$ cat config.mk
export PLATFORM = sky130hd
export DESIGN_NAME = url_percent_decoder
export DESIGN_NICKNAME = d
export VERILOG_FILES = /design/src/hdl/upd_pkg.sv /design/src/hdl/upd_front.sv /design/src/hdl/upd_fifo.sv /design/src/hdl/upd_back.sv /design/src/hdl/url_percent_decoder.sv
export SDC_FILE = /design/constraint.sdc
export NUM_CORES = 1
export LEC_CHECK = 0
export BUFFER_PORTS_ARGS = -buffer_cell sky130_fd_sc_hd__buf_4
export CAP_MARGIN = 0
export CORE_ASPECT_RATIO = 0.7
export CORE_MARGIN = 1
export CORE_UTILIZATION = 58
export CTS_CLUSTER_DIAMETER = 200
export CTS_CLUSTER_SIZE = 12
export DETAILED_ROUTE_END_ITERATION = 7
export GPL_ROUTABILITY_DRIVEN = 0
export PLACE_DENSITY = 0.77
export REMOVE_ABC_BUFFERS = 1
export SKIP_LAST_GASP = 1
export SYNTH_ARGS = -nofsm -noshare
export SYNTH_HDL_FRONTEND = slang
export SYNTH_SLANG_ARGS = --single-unit
export TNS_END_PERCENT = 20
$ cat constraint.sdc
create_clock -name clk_i -period 5.3 [get_ports clk_i]
set_input_delay 0.53 -clock clk_i [delete_from_list [all_inputs] [get_ports clk_i]]
set_output_delay 0.53 -clock clk_i [all_outputs]
set_load 0.005 [all_outputs]
$ cat src/hdl/upd_pkg.sv
// shared types, constants and helper functions for the url percent decoder
// no dependencies

package upd_pkg;

  localparam logic [7:0] PctChar = 8'h25;
  localparam int unsigned DefQueueDepth = 2;
  localparam int unsigned MaxBytes = 3;

  // one decoded input word as a group of output bytes
  typedef struct packed {
    logic [1:0]      cnt;
    logic            last;
    logic [2:0][7:0] bytes;
  } upd_cmd_t;

  typedef struct packed {
    logic full;
    logic empty;
  } upd_qstat_t;

  function automatic logic is_hex(input logic [7:0] c);
    logic r;
    r = ((c >= 8'h30) && (c <= 8'h39)) || ((c >= 8'h61) && (c <= 8'h66)) ||
        ((c >= 8'h41) && (c <= 8'h46));
    return r;
  endfunction

  function automatic logic [3:0] hex_value(input logic [7:0] c);
    logic [7:0] v;
    v = 8'h00;
    if ((c >= 8'h30) && (c <= 8'h39)) begin
      v = c - 8'h30;
    end else if ((c >= 8'h61) && (c <= 8'h66)) begin
      v = c - 8'h57;
    end else if ((c >= 8'h41) && (c <= 8'h46)) begin
      v = c - 8'h37;
    end
    return v[3:0];
  endfunction

endpackage

$ cat src/hdl/upd_front.sv
// front end: accepts raw bytes, tracks the escape state, builds output groups
// depends on upd_pkg

module upd_front
  import upd_pkg::*;
(
  input  logic       clk_i,
  input  logic       rst_ni,
  input  logic       in_valid_i,
  output logic       in_ready_o,
  input  logic [7:0] in_byte_i,
  input  logic       in_last_i,
  input  upd_qstat_t qstat_i,
  output logic       push_o,
  output upd_cmd_t   cmd_o
);

  typedef enum logic [1:0] {
    PhIdle  = 2'd0,
    PhPct   = 2'd1,
    PhDigit = 2'd2
  } phase_e;

  phase_e     phase_q, phase_d;
  logic [7:0] held_q, held_d;
  logic       accept;

  logic [1:0]      n;
  logic [2:0][7:0] bytes;

  always_comb begin
    n       = 2'd0;
    bytes   = '0;
    phase_d = PhIdle;
    held_d  = held_q;
    case (phase_q)
      PhPct: begin
        if (is_hex(in_byte_i)) begin
          held_d  = in_byte_i;
          phase_d = PhDigit;
        end else begin
          bytes[n] = PctChar;
          n        = n + 2'd1;
          if (in_byte_i == PctChar) begin
            phase_d = PhPct;
          end else begin
            bytes[n] = in_byte_i;
            n        = n + 2'd1;
          end
        end
      end
      PhDigit: begin
        if (is_hex(in_byte_i)) begin
          bytes[n] = {hex_value(held_q), hex_value(in_byte_i)};
          n        = n + 2'd1;
        end else begin
          // broken escape: percent, the held digit, then rescan this byte
          bytes[n] = PctChar;
          n        = n + 2'd1;
          bytes[n] = held_q;
          n        = n + 2'd1;
          if (in_byte_i == PctChar) begin
            phase_d = PhPct;
          end else begin
            bytes[n] = in_byte_i;
            n        = n + 2'd1;
          end
        end
      end
      default: begin
        if (in_byte_i == PctChar) begin
          phase_d = PhPct;
        end else begin
          bytes[n] = in_byte_i;
          n        = n + 2'd1;
        end
      end
    endcase
    // end of string flushes any pending escape as plain bytes
    if (in_last_i) begin
      if (phase_d == PhPct) begin
        bytes[n] = PctChar;
        n        = n + 2'd1;
      end else if (phase_d == PhDigit) begin
        bytes[n] = PctChar;
        n        = n + 2'd1;
        bytes[n] = held_d;
        n        = n + 2'd1;
      end
      phase_d = PhIdle;
    end
  end

  assign in_ready_o = !qstat_i.full;
  assign accept     = in_valid_i && in_ready_o;
  assign push_o     = accept && (n != 2'd0);

  always_comb begin
    cmd_o.cnt   = n;
    cmd_o.last  = in_last_i;
    cmd_o.bytes = bytes;
  end

  always_ff @(posedge clk_i or negedge rst_ni) begin
    if (!rst_ni) begin
      phase_q <= PhIdle;
      held_q  <= 8'h00;
    end else if (accept) begin
      phase_q <= phase_d;
      held_q  <= held_d;
    end
  end

endmodule

$ cat src/hdl/upd_fifo.sv
// short queue of output groups between the front and back ends
// depends on upd_pkg

module upd_fifo
  import upd_pkg::*;
#(
  parameter int unsigned Depth = DefQueueDepth
) (
  input  logic       clk_i,
  input  logic       rst_ni,
  input  logic       push_i,
  input  upd_cmd_t   push_data_i,
  input  logic       pop_i,
  output upd_cmd_t   head_o,
  output upd_qstat_t qstat_o
);

  localparam int unsigned PtrW = (Depth > 1) ? $clog2(Depth) : 1;
  localparam int unsigned CntW = $clog2(Depth + 1);

  upd_cmd_t            mem_q [Depth];
  logic     [PtrW-1:0] wr_ptr_q, rd_ptr_q;
  logic     [CntW-1:0] count_q;

  always_comb begin
    qstat_o.full  = (count_q == CntW'(Depth));
    qstat_o.empty = (count_q == '0);
  end

  assign head_o = mem_q[rd_ptr_q];

  always_ff @(posedge clk_i) begin
    if (push_i) begin
      mem_q[wr_ptr_q] <= push_data_i;
    end
  end

  always_ff @(posedge clk_i or negedge rst_ni) begin
    if (!rst_ni) begin
      wr_ptr_q <= '0;
      rd_ptr_q <= '0;
      count_q  <= '0;
    end else begin
      if (push_i) begin
        wr_ptr_q <= (wr_ptr_q == PtrW'(Depth - 1)) ? '0 : wr_ptr_q + PtrW'(1);
      end
      if (pop_i) begin
        rd_ptr_q <= (rd_ptr_q == PtrW'(Depth - 1)) ? '0 : rd_ptr_q + PtrW'(1);
      end
      if (push_i && !pop_i) begin
        count_q <= count_q + CntW'(1);
      end else if (pop_i && !push_i) begin
        count_q <= count_q - CntW'(1);
      end
    end
  end

`ifndef SYNTH
  a_no_overflow: assert property (@(posedge clk_i) disable iff (!rst_ni)
    qstat_o.full |-> !push_i || pop_i)
    else $error("queue written while full");
  a_no_underflow: assert property (@(posedge clk_i) disable iff (!rst_ni)
    qstat_o.empty |-> !pop_i)
    else $error("queue read while empty");
`endif

endmodule

$ cat src/hdl/upd_back.sv
// back end: plays out each queued group one byte per word, marks the final byte
// depends on upd_pkg

module upd_back
  import upd_pkg::*;
(
  input  logic       clk_i,
  input  logic       rst_ni,
  input  upd_cmd_t   head_i,
  input  upd_qstat_t qstat_i,
  output logic       pop_o,
  output logic       out_valid_o,
  input  logic       out_ready_i,
  output logic [7:0] out_byte_o,
  output logic       out_last_o
);

  logic [1:0] idx_q;
  logic       final_byte;
  logic       fire;

  assign out_valid_o = !qstat_i.empty;
  assign final_byte  = (idx_q == (head_i.cnt - 2'd1));
  assign out_byte_o  = head_i.bytes[idx_q];
  assign out_last_o  = head_i.last && final_byte;
  assign fire        = out_valid_o && out_ready_i;
  assign pop_o       = fire && final_byte;

  always_ff @(posedge clk_i or negedge rst_ni) begin
    if (!rst_ni) begin
      idx_q <= 2'd0;
    end else if (fire) begin
      idx_q <= final_byte ? 2'd0 : idx_q + 2'd1;
    end
  end

`ifndef SYNTH
  a_group_nonempty: assert property (@(posedge clk_i) disable iff (!rst_ni)
    out_valid_o |-> head_i.cnt != 2'd0)
    else $error("empty group in queue");
  a_idx_in_range: assert property (@(posedge clk_i) disable iff (!rst_ni)
    out_valid_o |-> idx_q < head_i.cnt)
    else $error("byte index beyond group");
`endif

endmodule

$ cat src/hdl/url_percent_decoder.sv
// top level of the streaming url percent decoder
// depends on upd_pkg, upd_front, upd_fifo, upd_back

// Decodes a percent-encoded string that arrives one byte per word, with tlast
// on the final byte. A '%' with two hex digits (either case) becomes one byte;
// a broken escape passes the '%' and any held digit through and rescans the
// current byte, and at the end of a string any pending '%' and digit are
// flushed, the last output byte carrying tlast. Zero bytes are plain data and
// no terminator is produced. Rate: streams whose inputs each yield zero or one
// output byte run at one byte per cycle while m_axis_tready stays high and
// QueueDepth is above one; an input that yields several bytes holds the single
// output port until all are played out. The front end keeps accepting while
// fewer than QueueDepth groups wait; input stalls only once the queue is full.

module url_percent_decoder
  import upd_pkg::*;
#(
  parameter int unsigned QueueDepth = DefQueueDepth
) (
  input  logic       clk_i,
  input  logic       rst_ni,
  // input stream
  input  logic       s_axis_tvalid,
  output logic       s_axis_tready,
  input  logic [7:0] s_axis_tdata,   // [7:0] in_byte
  input  logic       s_axis_tlast,   // in_last
  // output stream
  output logic       m_axis_tvalid,
  input  logic       m_axis_tready,
  output logic [7:0] m_axis_tdata,   // [7:0] out_byte
  output logic       m_axis_tlast    // out_last
);

  upd_cmd_t   push_cmd;
  upd_cmd_t   head_cmd;
  upd_qstat_t qstat;
  logic       push;
  logic       pop;

  // front: escape tracking, one word per cycle while the queue is not full
  upd_front u_front (
    .clk_i      (clk_i),
    .rst_ni     (rst_ni),
    .in_valid_i (s_axis_tvalid),
    .in_ready_o (s_axis_tready),
    .in_byte_i  (s_axis_tdata),
    .in_last_i  (s_axis_tlast),
    .qstat_i    (qstat),
    .push_o     (push),
    .cmd_o      (push_cmd)
  );

  // queue of decoded groups, registered storage parts the two sides
  upd_fifo #(
    .Depth (QueueDepth)
  ) u_fifo (
    .clk_i       (clk_i),
    .rst_ni      (rst_ni),
    .push_i      (push),
    .push_data_i (push_cmd),
    .pop_i       (pop),
    .head_o      (head_cmd),
    .qstat_o     (qstat)
  );

  // back: serializes each group onto the output stream
  upd_back u_back (
    .clk_i       (clk_i),
    .rst_ni      (rst_ni),
    .head_i      (head_cmd),
    .qstat_i     (qstat),
    .pop_o       (pop),
    .out_valid_o (m_axis_tvalid),
    .out_ready_i (m_axis_tready),
    .out_byte_o  (m_axis_tdata),
    .out_last_o  (m_axis_tlast)
  );

endmodule
# After elaboration in Yosys (flattened, before gate mapping)
# Memory sizes are Yosys's and may differ from the RTL's.
# Index checks and enable logic that the tools add are counted.
totals:
  latch_bits: 0
  ff_bits: 16
  inputBits: 13
  mem_bits_ro: 0
  memories: 1
  ram_bits: 54
op_classes:
  shift: 0
  reduce_logical: 24
  bitwise_logic: 3
  n_lt_le_gt_ge: 17
  n_eq_ne: 7
  mux: 46
  n_addsub: 14
  n_mul: 0
  n_div: 0
memory_table:
  columns: ["memory", "words", "width", "read_ports", "rd_ports_with_merged_regs", "wr", "line_no", "text"]
  rows:
  - ["u_fifo.mem_q", 2, 27, 1, 0, 1, "upd_fifo.sv:21", "upd_cmd_t mem_q [Depth];"]
op_table:
  columns: ["cell", "n"]
  rows:
  - ["24-bit 2-to-1 mux", 3]
  - ["8-bit 2-to-1 mux", 8]
  - ["8-bit demux with 2-bit select", 2]
  - ["8-bit by 7-bit greater-or-equal comparator with 1-bit output (second input constant)", 4]
  - ["8-bit by 7-bit <= comparator with 1-bit output (second input constant)", 4]
  - ["16-bit 2-to-1 mux", 2]
  - ["8-bit case mux with 2 select lines", 2]
  - ["24-bit bitwise mux", 1]
  - ["2-bit 2-to-1 mux", 12]
  - ["4-bit 2-to-1 mux", 6]
  - ["8-bit binary-select mux with 2-bit select", 1]
  - ["8-bit by 6-bit greater-or-equal comparator with 1-bit output (second input constant)", 2]
  - ["8-bit by 6-bit <= comparator with 1-bit output (second input constant)", 2]
  - ["4-bit by 3-bit subtractor with 4-bit output (second input constant)", 4]
  - ["15-bit bitwise AND", 1]
  - ["1-bit logical AND", 15]
  - ["15-bit NOT", 1]
  - ["2-bit by 3-bit < comparator with 1-bit output (second input constant)", 3]
  - ["9-bit bitwise OR", 1]
  - ["2-bit by 1-bit adder with 2-bit output (second input constant)", 4]
  - ["8-bit by 6-bit equality test with 1-bit output (second input constant)", 1]
  - ["2-bit case mux with 2 select lines", 2]
  - ["4-bit by 1-bit subtractor with 4-bit output (second input constant)", 2]
  - ["1-bit 2-to-1 mux", 7]
  - ["10 further kinds", 21]

# Longest topological paths before layout
# Gate-level depths: netlist of run 1.
depth:
  ltp_word: 17
  ltp_mapped: 16

# Cells and area by module
# Synthesis of run 1 repeated with hierarchy kept, for this count alone.
hier_totals:
  cells_unflattened: 367
  area_unflattened_um2: 4262.8
modules_own_cells:
  columns: ["module", "instances", "cells_each", "seq_area_each_um2", "area_per_inst_um2"]
  rows:
  - ["upd_fifo", 1, 100, 1721.7, 2234.6]
  - ["upd_front", 1, 223, 250.2, 1715.4]
  - ["upd_back", 1, 44, 50.0, 312.8]

# Least setup slack after synthesis of run 1
# OpenSTA, ideal clock, no wires.
synth_path:
  kind: "input to register"
  startpoint: "input port s_axis_tdata[1]"
  endpoint: "memory u_fifo.mem_q[0][0] in the netlist's numbering, enable pin"
  t_arrival_ps: 3717
  path_stages: 11
  path_slack_ps: 1172
  n_path_buf: 0
  t_required_ps: 4889
  path_cell_list: "inv_1 -> ha_1 -> nor3b_1 -> o41ai_4 -> a211oi_2 -> nor2_1 -> ha_1 -> inv_1 -> a41oi_1 -> o31ai_4 -> nor2_1"
synth_between:
  elab_chain_cells: 15
synth_lines:
  columns: ["element", "line_no", "text"]
  rows:
  - ["from (decl)", "url_percent_decoder.sv:25", "input logic [7:0] s_axis_tdata,"]
  - ["8-bit by 6-bit greater-or-equal comparator with 1-bit output, or another cell as far along", "upd_pkg.sv:24", "r = ((c >= 8'h30) && (c <= 8'h39)) || ((c >= 8'h61) && (c <= 8'h66)) ||"]
  - ["1-bit logical AND", "upd_pkg.sv:24", null]
  - ["1-bit logical OR (2 in series)", "upd_pkg.sv:24", null]
  - ["2-bit 2-to-1 mux (on tied branches)", "upd_front.sv:53, upd_front.sv:38", null]
  - ["2-bit case mux with 2 select lines", "upd_front.sv:36", "case (phase_q)"]
  - ["2-bit by 1-bit adder with 2-bit output", "upd_front.sv:83, upd_front.sv:86", null]
  - ["2-bit by 1-bit adder with 2-bit output", "upd_front.sv:88", "n = n + 2'd1;"]
  - ["2-bit 2-to-1 mux", "upd_front.sv:84", "end else if (phase_d == PhDigit) begin"]
  - ["2-bit 2-to-1 mux", "upd_front.sv:81", "if (phase_d == PhPct) begin"]
  - ["2-bit 2-to-1 mux *", "upd_front.sv:80", "if (in_last_i) begin"]
  - ["2-bit nonzero test *", "upd_front.sv:96", "assign push_o = accept && (n != 2'd0);"]
  - ["1-bit logical AND *", "upd_front.sv:96", null]
  - ["1-bit 2-to-1 mux *", "upd_fifo.sv:33", "if (push_i) begin"]
  - ["1-bit 2-to-1 mux (not written as such) *", "upd_fifo.sv:34", "mem_q[wr_ptr_q] <= push_data_i;"]
  - ["to (decl)", "upd_fifo.sv:21", null]
# Mark *: on every way between the ends. The rest lies on a longest branch, timed or not.

# Final worst setup path of run 1
layout_path:
  startpoint: "register u_front.phase_q[1]"
  endpoint: "memory u_fifo.mem_q[0][16] in the netlist's numbering, enable pin"
layout_between:
  elab_chain_cells: 11
layout_lines:
  columns: ["element", "line_no", "text"]
  rows:
  - ["from (decl)", "upd_front.sv:24", "phase_e phase_q, phase_d;"]
  - ["from (signal assigned)", "upd_front.sv:106", "phase_q <= PhIdle;"]
  - ["from (signal assigned)", "upd_front.sv:109", "phase_q <= phase_d;"]
  - ["2-bit equality test / 2-bit by 1-bit equality test with 1-bit output (equally long branches)", "upd_front.sv:36", null]
  - ["2-bit case mux with 2 select lines", "upd_front.sv:36", null]
  - ["2-bit by 1-bit adder with 2-bit output", "upd_front.sv:83, upd_front.sv:86", null]
  - ["2-bit by 1-bit adder with 2-bit output", "upd_front.sv:88", null]
  - ["2-bit 2-to-1 mux", "upd_front.sv:84", null]
  - ["2-bit 2-to-1 mux", "upd_front.sv:81", null]
  - ["2-bit 2-to-1 mux *", "upd_front.sv:80", null]
  - ["2-bit nonzero test *", "upd_front.sv:96", null]
  - ["1-bit logical AND *", "upd_front.sv:96", null]
  - ["1-bit 2-to-1 mux *", "upd_fifo.sv:33", null]
  - ["1-bit 2-to-1 mux (not written as such) *", "upd_fifo.sv:34", null]
# Marked as above.

==> impl_metrics.yaml, run 1 <==
synth:
  ys_seq_area_share_pct: 51.25
  synthDistinctLibCells: 69
  yosys.area_share.adder_pct: 5.392
  ys_warn_count: 0
  synthSimpleGateAreaFrac_pct: 11.20
  syn_area_um2: 3945
  synth-compound-area-share_pct: 17.86
  ys_ff_latch: 70
  dominantRegCellSynth: "edfxtp_1"
  synth_xor_area_share_pct: 1.332
  syn_inst: 332
  synth_edf_count: 54
  synth_mux_area_share_pct: 8.214
  post_synth.cell_area_avg_um2: 11.88
  ys_async_sr_fraction_pct: 22.86
  synth_top_family_by_area: "compound AO/OA/AOI/OAI gates"
floorplanning:
  fp.dieH_um: 71
  io_pins: 24
  core-area_um2: 6396
  start_util_pct: 61.68
  die_w_um: 100.6
  dieArea_um2: 7141
  rows: 24
grt:
  busiest_layer: "met1"
  use_met1_pct: 40.16
  grt_max_degree: 28
  grt_pass1_vias: 2556
  grt_use_met3_pct: 6.818
  antenna_found_initial: 0
  grt_pass1_wl_um: 13720
  grt.total_usage_pct: 26.49
  grt_overflow: 0
  use_met2_pct: 38.20
timing:
  fin_crit_ns: 3.719
  slew_violations: 0
  setup_viol: 0
  hold_viol: 0
  finalSetupTns_ns: 0
  timing.slew.headroom_pct: 26.12
  skew_ns: 0.009141
  tightest_slew_ns: 1.080
  max_freq_mhz: 268.9
  grt_setup_unrepaired: "false"
  period_share_pct: 70.17
worst_setup_path:
  cp-start-kind: "flip-flop"
  critPathBufInv: 4
  reg2reg_slack_ns: 1.58
  slowest_stage: "nor2b_1"
  cp_common_cell: "inv_1"
  arrival_ns: 3.73
  critPathMaxStageDelay_ns: 0.48
  worst-path-max-fanout: 27
  crit_family: "compound AO/OA/AOI/OAI gates"
  r2r_start: "u_front.phase_q[1]"
  reg2reg_to: "u_fifo.mem_q[0][16]"
  cp_cell_sequence: "inv_1, ha_1, nor2b_1, inv_1, a211oi_2, nor2_1, ha_1, inv_1, a41oi_1, o31ai_4, nor2_2, buf_4"
  startpoint: "u_front.phase_q[1]"
  r2r_cells: 12
  required_ns: 5.32
  worstSetupPathType: "reg -> reg"
  crit_path_end_kind: "flip-flop"
cts:
  cts_hold_buf: 0
  cts_buffer_depth: 2
  clk_pin_slew_ns: 0.08
  cts_tree: "built"
  clk_latency_ns: 0.35
  clkSinkCount: 70
  cts-root-buf: "clkbuf_8"
  cts_made_buffers: 9
  cts_setup_buffers: 0
  h-tree-depth: 3
  cts-resized-gates: 0
power_and_ir_drop:
  ir_worst_vdd_uv: 259.3
  power_density_nw_per_um2: 414.4
  leakagePower_uw: 0.001691
cells_and_area:
  final_common_cell: "edfxtp_1"
  syn2layout_area_growth_pct: 11.86
  final-seq-area_um2: 2022
  multi_input_area_um2: 1740
  num_antenna_cells: 0
  final_cell_mix: "54 x edfxtp_1, 29 x inv_1, 26 x buf_4"
  instances_no_fill: 451
  layout-drive-gt1-share_pct: 19.44
  layout.nets: 385
  nFillCells: 483
placed_design:
  placedCellCount: 435
  place_hpwl_um: 6235
  placement.io_buffers: 23
routing:
  vias: 2808
  post-route-drc-count: 0
  via_per_inst: 6.226
  routed_wirelength_um: 8875
  wl_per_cell_um: 19.68
  ant_nets: 0
  drtIter0Drc: 277
  drt_pass1_iterations: 7
flow_run:
  drv_cap: 0
outcome:
  outcome: "completed"
min_path:
  hold_path.class: "in -> async"
power by group:
part	internal (uW)	switching, uW
Sequential	723	68.2
Combinational	269	275
Clock	272	221
through the flow:
step / total power [uW] / setup slack [ns] / instance area (um2) / util [%] / hold slack [ns]
2_1_floorplan: 1130 / 1.173 / 3870 / - / 0.2344
3_3_place_gp: 1341 / 1.615 / 4184 / 65.41 / 0.4079
3_5_place_dp: 1351 / 1.423 / 4184 / 65.41 / 0.4088
4_1_cts: 1838 / 1.642 / 4413 / 68.99 / 0.02581
5_1_grt: 1916 / 1.346 / 4413 / 68.99 / 0.03083
6_report: 1829 / 1.581 / 4413 / 68.99 / 0.03397
metal layers:
| layer | routed length [um] | part of all wire (%) |
|---|---|---|
| met5 | 0 | 0 |
| met4 | 110 | 1.2 |
| met3 | 918 | 10 |
| met2 | 3733 | 42 |
| met1 | 4111 | 46 |
kinds of logic after synthesis:
logic type	Yosys count
AO/OA/AOI/OAI	91
XOR/XNOR	6
adder cells (fa/ha/maj)	17
buffers and inverters	44
flip-flops	70
multiplexers	22
AND/OR/NAND/NOR	82
worst reg2reg max path, cell delays in order, from the launching register on:
cell and delay, ns:
dfrtp_1 0.40, inv_1 0.09, ha_1 0.43, nor2b_1 0.48
inv_1 0.10, a211oi_2 0.40, nor2_1 0.18, ha_1 0.31
inv_1 0.05, a41oi_1 0.32, o31ai_4 0.16, nor2_2 0.10
buf_4 0.35
Yosys cell counts (2+ instances only):
library cell	count	area share, %
edfxtp_1	54	41
inv_1	29	2.8
nor2_1	20	1.9
nand2_1	19	1.8
o21ai_0	18	2.3
ha_1	17	5.4
dfrtp_1	16	10
a21oi_1	11	1.4
mux2i_1	11	2.8
o22ai_1	11	1.7
mux4_2	8	4.6
nand3_1	8	1.0
and2_1	7	1.1
buf_2	6	0.76
a22o_1	5	1.1
a32o_1	5	1.3
clkbuf_1	5	0.48
a221oi_1	4	0.89
nor2b_1	4	0.63
a21o_1	3	0.57
a22oi_1	3	0.57
mux2_2	3	0.86
nand2b_1	3	0.48
o31ai_1	3	0.57
or2_2	3	0.48
xnor2_1	3	0.67
xor2_1	3	0.67
a211o_1	2	0.44
a21boi_0	2	0.38
a32oi_1	2	0.44
and3_1	2	0.32
buf_6	2	0.57
nor3_1	2	0.25
nor3_2	2	0.51
o21ai_1	2	0.25
worst max path at each step:
stage | end | cells after the start
2_1_floorplan | u_fifo.mem_q[0][0] | 11
3_3_place_gp | u_fifo.mem_q[1][21] | 13
3_5_place_dp | u_fifo.mem_q[0][21] | 13
4_1_cts | u_fifo.mem_q[0][0] | 12
5_1_grt | u_fifo.mem_q[0][18] | 12
6_report | u_fifo.mem_q[0][16] | 12
final cells by class:
type,count,share of cell area (%)
Inverter,30,2.552
Timing Repair Buffer,26,4.423
Clock inverter,7,2.382
Tap cell,91,2.580
Sequential cell,70,45.82
Clock buffer,9,2.807
Multi-Input combinational cell,218,39.44
registers in the layout, summed over array words and instances, names as in the netlist:
name and count:
u_fifo.count_q 2, u_front.phase_q 2, u_back.idx_q 2, u_fifo.mem_q 54, u_front.held_q 8, u_fifo.rd_ptr_q 1, u_fifo.wr_ptr_q 1
No activity file was read; power rests on OpenSTA's default activity.
==> run 2: changes to the inputs <==
--- a/config.mk
+++ b/config.mk
@@ -5,6 +5,7 @@
 export SDC_FILE = /design/constraint.sdc
 export NUM_CORES = 1
 export LEC_CHECK = 0
+export ABC_AREA = 1
 export BUFFER_PORTS_ARGS = -buffer_cell sky130_fd_sc_hd__buf_4
 export CAP_MARGIN = 0
 export CORE_ASPECT_RATIO = 0.7
==> constraint.sdc (replaced) <==
create_clock -name clk_i -period 3.5 [get_ports clk_i]
set_input_delay 0.35 -clock clk_i [delete_from_list [all_inputs] [get_ports clk_i]]
set_output_delay 0.35 -clock clk_i [all_outputs]
set_load 0.005 [all_outputs]
==> impl_metrics.yaml, run 2 <==
timing:
  period_share_pct: 91.11
  tightest_slew_ns: 0.8131
  fin_crit_ns: 3.189
  max_freq_mhz: 313.6
  skew_ns: 0.01365
  slew_violations: 0
  hold_viol: 0
  setup_viol: 0
  timing.slew.headroom_pct: 45.59
  finalSetupTns_ns: 0
  grt_setup_unrepaired: "false"
grt:
  antenna_found_initial: 0
  grt.total_usage_pct: 28.85
  grt_overflow: 0
  grt_pass1_wl_um: 15350
  grt_max_degree: 29
  grt_pass1_vias: 3079
cts:
  cts_buffer_depth: 2
  clkSinkCount: 70
  cts_made_buffers: 9
  clk_pin_slew_ns: 0.07
  cts_tree: "built"
  clk_latency_ns: 0.35
  h-tree-depth: 3
  cts-root-buf: "clkbuf_8"
synth:
  synth_common_cells: "79 x nand2_1, 54 x edfxtp_1, 54 x nor2_1"
  ys_async_sr_fraction_pct: 22.86
  synth_top_area_share_pct: 40.36
  synthDistinctLibCells: 42
  ys_ff_latch: 70
  syn_area_um2: 4018
  synth_area_leaders: "edfxtp_1 40%, dfrtp_1 10%, nand2_1 7.4%"
  synth_edf_count: 54
  post_synth.cell_area_avg_um2: 8.968
  yosys.area.top_type: "edfxtp_1"
  synth_most_common_cell: "nand2_1"
  ys_warn_count: 0
  syn_inst: 448
  dominantRegCellSynth: "edfxtp_1"
  ys_seq_area_share_pct: 50.33
cells_and_area:
  layout.nets: 503
  largest_register: "u_fifo.mem_q"
  final-seq-area_um2: 2022
  nFillCells: 521
  largest_reg_flops: 54
  final_common_cell: "nand2_1"
  reg_top3: "u_fifo.mem_q (54), u_front.held_q (8)"
  multi_input_area_um2: 1680
  layout-drive-gt1-share_pct: 16.74
  syn2layout_area_growth_pct: 11.77
  final_cell_mix: "79 x nand2_1, 54 x edfxtp_1, 53 x nor2_1"
  num_antenna_cells: 0
worst_setup_path:
  crit_family: "simple AND/OR/NAND/NOR gates"
  worstSetupPathType: "reg -> reg"
  r2r_start: "u_front.phase_q[0]"
  slowest_stage: "dfrtp_1"
  cp_cell_sequence: "inv_1, ha_1, inv_1, nor2_1, nand2_2, nand2_2, inv_2, ha_1, nand3b_1, nand2_2, nand2_2, nand2_2, inv_1, ha_1, a21oi_1, o21ai_0, xor2_1"
  arrival_ns: 3.41
  critPathMaxStageDelay_ns: 0.41
  crit_path_end_kind: "flip-flop"
  reg2reg_slack_ns: 0.31
  reg2reg_to: "u_fifo.count_q[1]"
  cp_common_cell: "nand2_2"
  critPathBufInv: 4
  cp-start-kind: "flip-flop"
  required_ns: 3.72
  r2r_cells: 17
  worst-path-max-fanout: 7
routing:
  routed_wirelength_um: 9634
  drtIter0Drc: 420
  wl_per_cell_um: 16.93
  vias: 3294
  via_per_inst: 5.789
  post-route-drc-count: 0
  drt_pass1_iterations: 6
  ant_nets: 0
flow_run:
  drv_cap: 0
placed_design:
  place_hpwl_um: 7010
  placement.io_buffers: 23
floorplanning:
  io_pins: 24
  fp.dieH_um: 71.64
  die_w_um: 101.5
  core-area_um2: 6456
  rows: 24
  dieArea_um2: 7269
  start_util_pct: 62.23
power_and_ir_drop:
  switching_share_pct: 34.66
  power.switching_uw: 985.0
  combPwrFrac_pct: 33.3
  seqPwrFrac_pct: 40.6
  clockPowerShare_pct: 26.1
  ir_worst_vdd_uv: 275.3
  power_density_nw_per_um2: 632.8
  leakagePower_uw: 0.001982
  total_power_uw: 2842
  p_int_uw: 1857
outcome:
  outcome: "completed"
min_path:
  holdCritStartpoint: "s_axis_tdata[1]"
  hold_path_depth: 3
  hold_path.class: "in -> reg"
  hold_end: "u_front.held_q[1]"
-- run 2: cell count changes in the layout (fill, tap and decap cells not counted), sizes merged, moves of 6 or more --
cell	before	now
and2	7	1
nand3	8	28
mux2i	11	1
nor2	21	57
o32ai	2	8
o21ai	20	50
nand2	19	92
inv	33	62
mux4	8	0
-- run 2: worst register-to-register path: cells and delay by family (launching register included) --
family	cells	cell delay, ns
XOR/XNOR	1	0.16
flip-flops	1	0.41
AO/OA/AOI/OAI	2	0.28
AND/OR/NAND/NOR	7	0.99
buffers and inverters	4	0.39
adder cells (fa/ha/maj)	3	0.84
-- run 2: through the flow --
| stage | area (um2) | hold slack [ns] | std cells | setup WS [ns] | utilization, % |
|---|---|---|---|---|---|
| 3_5_place_dp | 4254 | 0.2205 | 552 | 0.1516 | 65.89 |
| 2_1_floorplan | 3928 | 0.05441 | 433 | 0.02669 | - |
| 5_1_grt | 4491 | 0.2870 | 569 | 0.07834 | 69.55 |
| 6_report | 4491 | 0.2755 | 569 | 0.3111 | 69.55 |
| 3_3_place_gp | 4254 | 0.2187 | 552 | 0.4155 | 65.89 |
| 4_1_cts | 4491 | 0.2669 | 569 | 0.3682 | 69.55 |
-- run 2: power groups by stage --
stage / sequential (uW) / clock, uW / combinational, uW
6_report: 1150 / 741 / 947
5_1_grt: 1170 / 785 / 1070
3_3_place_gp: 1160 / 0 / 919
3_5_place_dp: 1170 / 0 / 946
2_1_floorplan: 1170 / 0 / 543
4_1_cts: 1150 / 746 / 953
-- run 2: final cells by class --
| cell class | instances | area share [%] |
|---|---|---|
| Tap cell | 91 | 2.536 |
| Sequential cell | 70 | 45.03 |
| Timing Repair Buffer | 29 | 4.904 |
| Clock inverter | 7 | 2.285 |
| Clock buffer | 9 | 2.758 |
| Multi-Input combinational cell | 303 | 37.42 |
| Inverter | 60 | 5.071 |
-- run 2: worst max-delay path by stage --
stage	end	cells past startpoint	from
final	u_fifo.count_q[1]	17	u_front.phase_q[0]
after global routing	u_fifo.count_q[1]	17	u_front.phase_q[0]
after CTS	u_fifo.count_q[1]	17	u_front.phase_q[0]
after detailed placement	u_fifo.count_q[1]	21	s_axis_tdata[1]
after global placement	u_fifo.count_q[1]	21	s_axis_tdata[1]
after floorplan	u_fifo.mem_q[1][0]	16	s_axis_tdata[1]
-- run 2: cell families (layout without fill, tap and decap cells) --
| kind of cell | Yosys count | after routing | synth area share [%] |
|---|---|---|---|
| AO/OA/AOI/OAI | 93 | 93 | 14.17 |
| XOR/XNOR | 8 | 8 | 1.744 |
| adder cells (fa/ha/maj) | 17 | 17 | 5.294 |
| buffers and inverters | 75 | 105 | 7.910 |
| flip-flops | 70 | 70 | 50.33 |
| multiplexers | 1 | 1 | 0.2492 |
| AND/OR/NAND/NOR | 184 | 184 | 20.31 |
-- run 2: what timing repair did --
action / 4_1_cts / 5_1_grt
buffers inserted: 0 / 0
resized for setup: 0 / 0
endpoints found under the hold margin: 16 / 0
hold buffers: 1 / 0
-- run 2: routing by layer --
layer	global-route usage [%]	wire, um
met5	0	0
met4	9.662	246
met3	9.073	1052
met2	43.08	4135
met1	40.27	4199
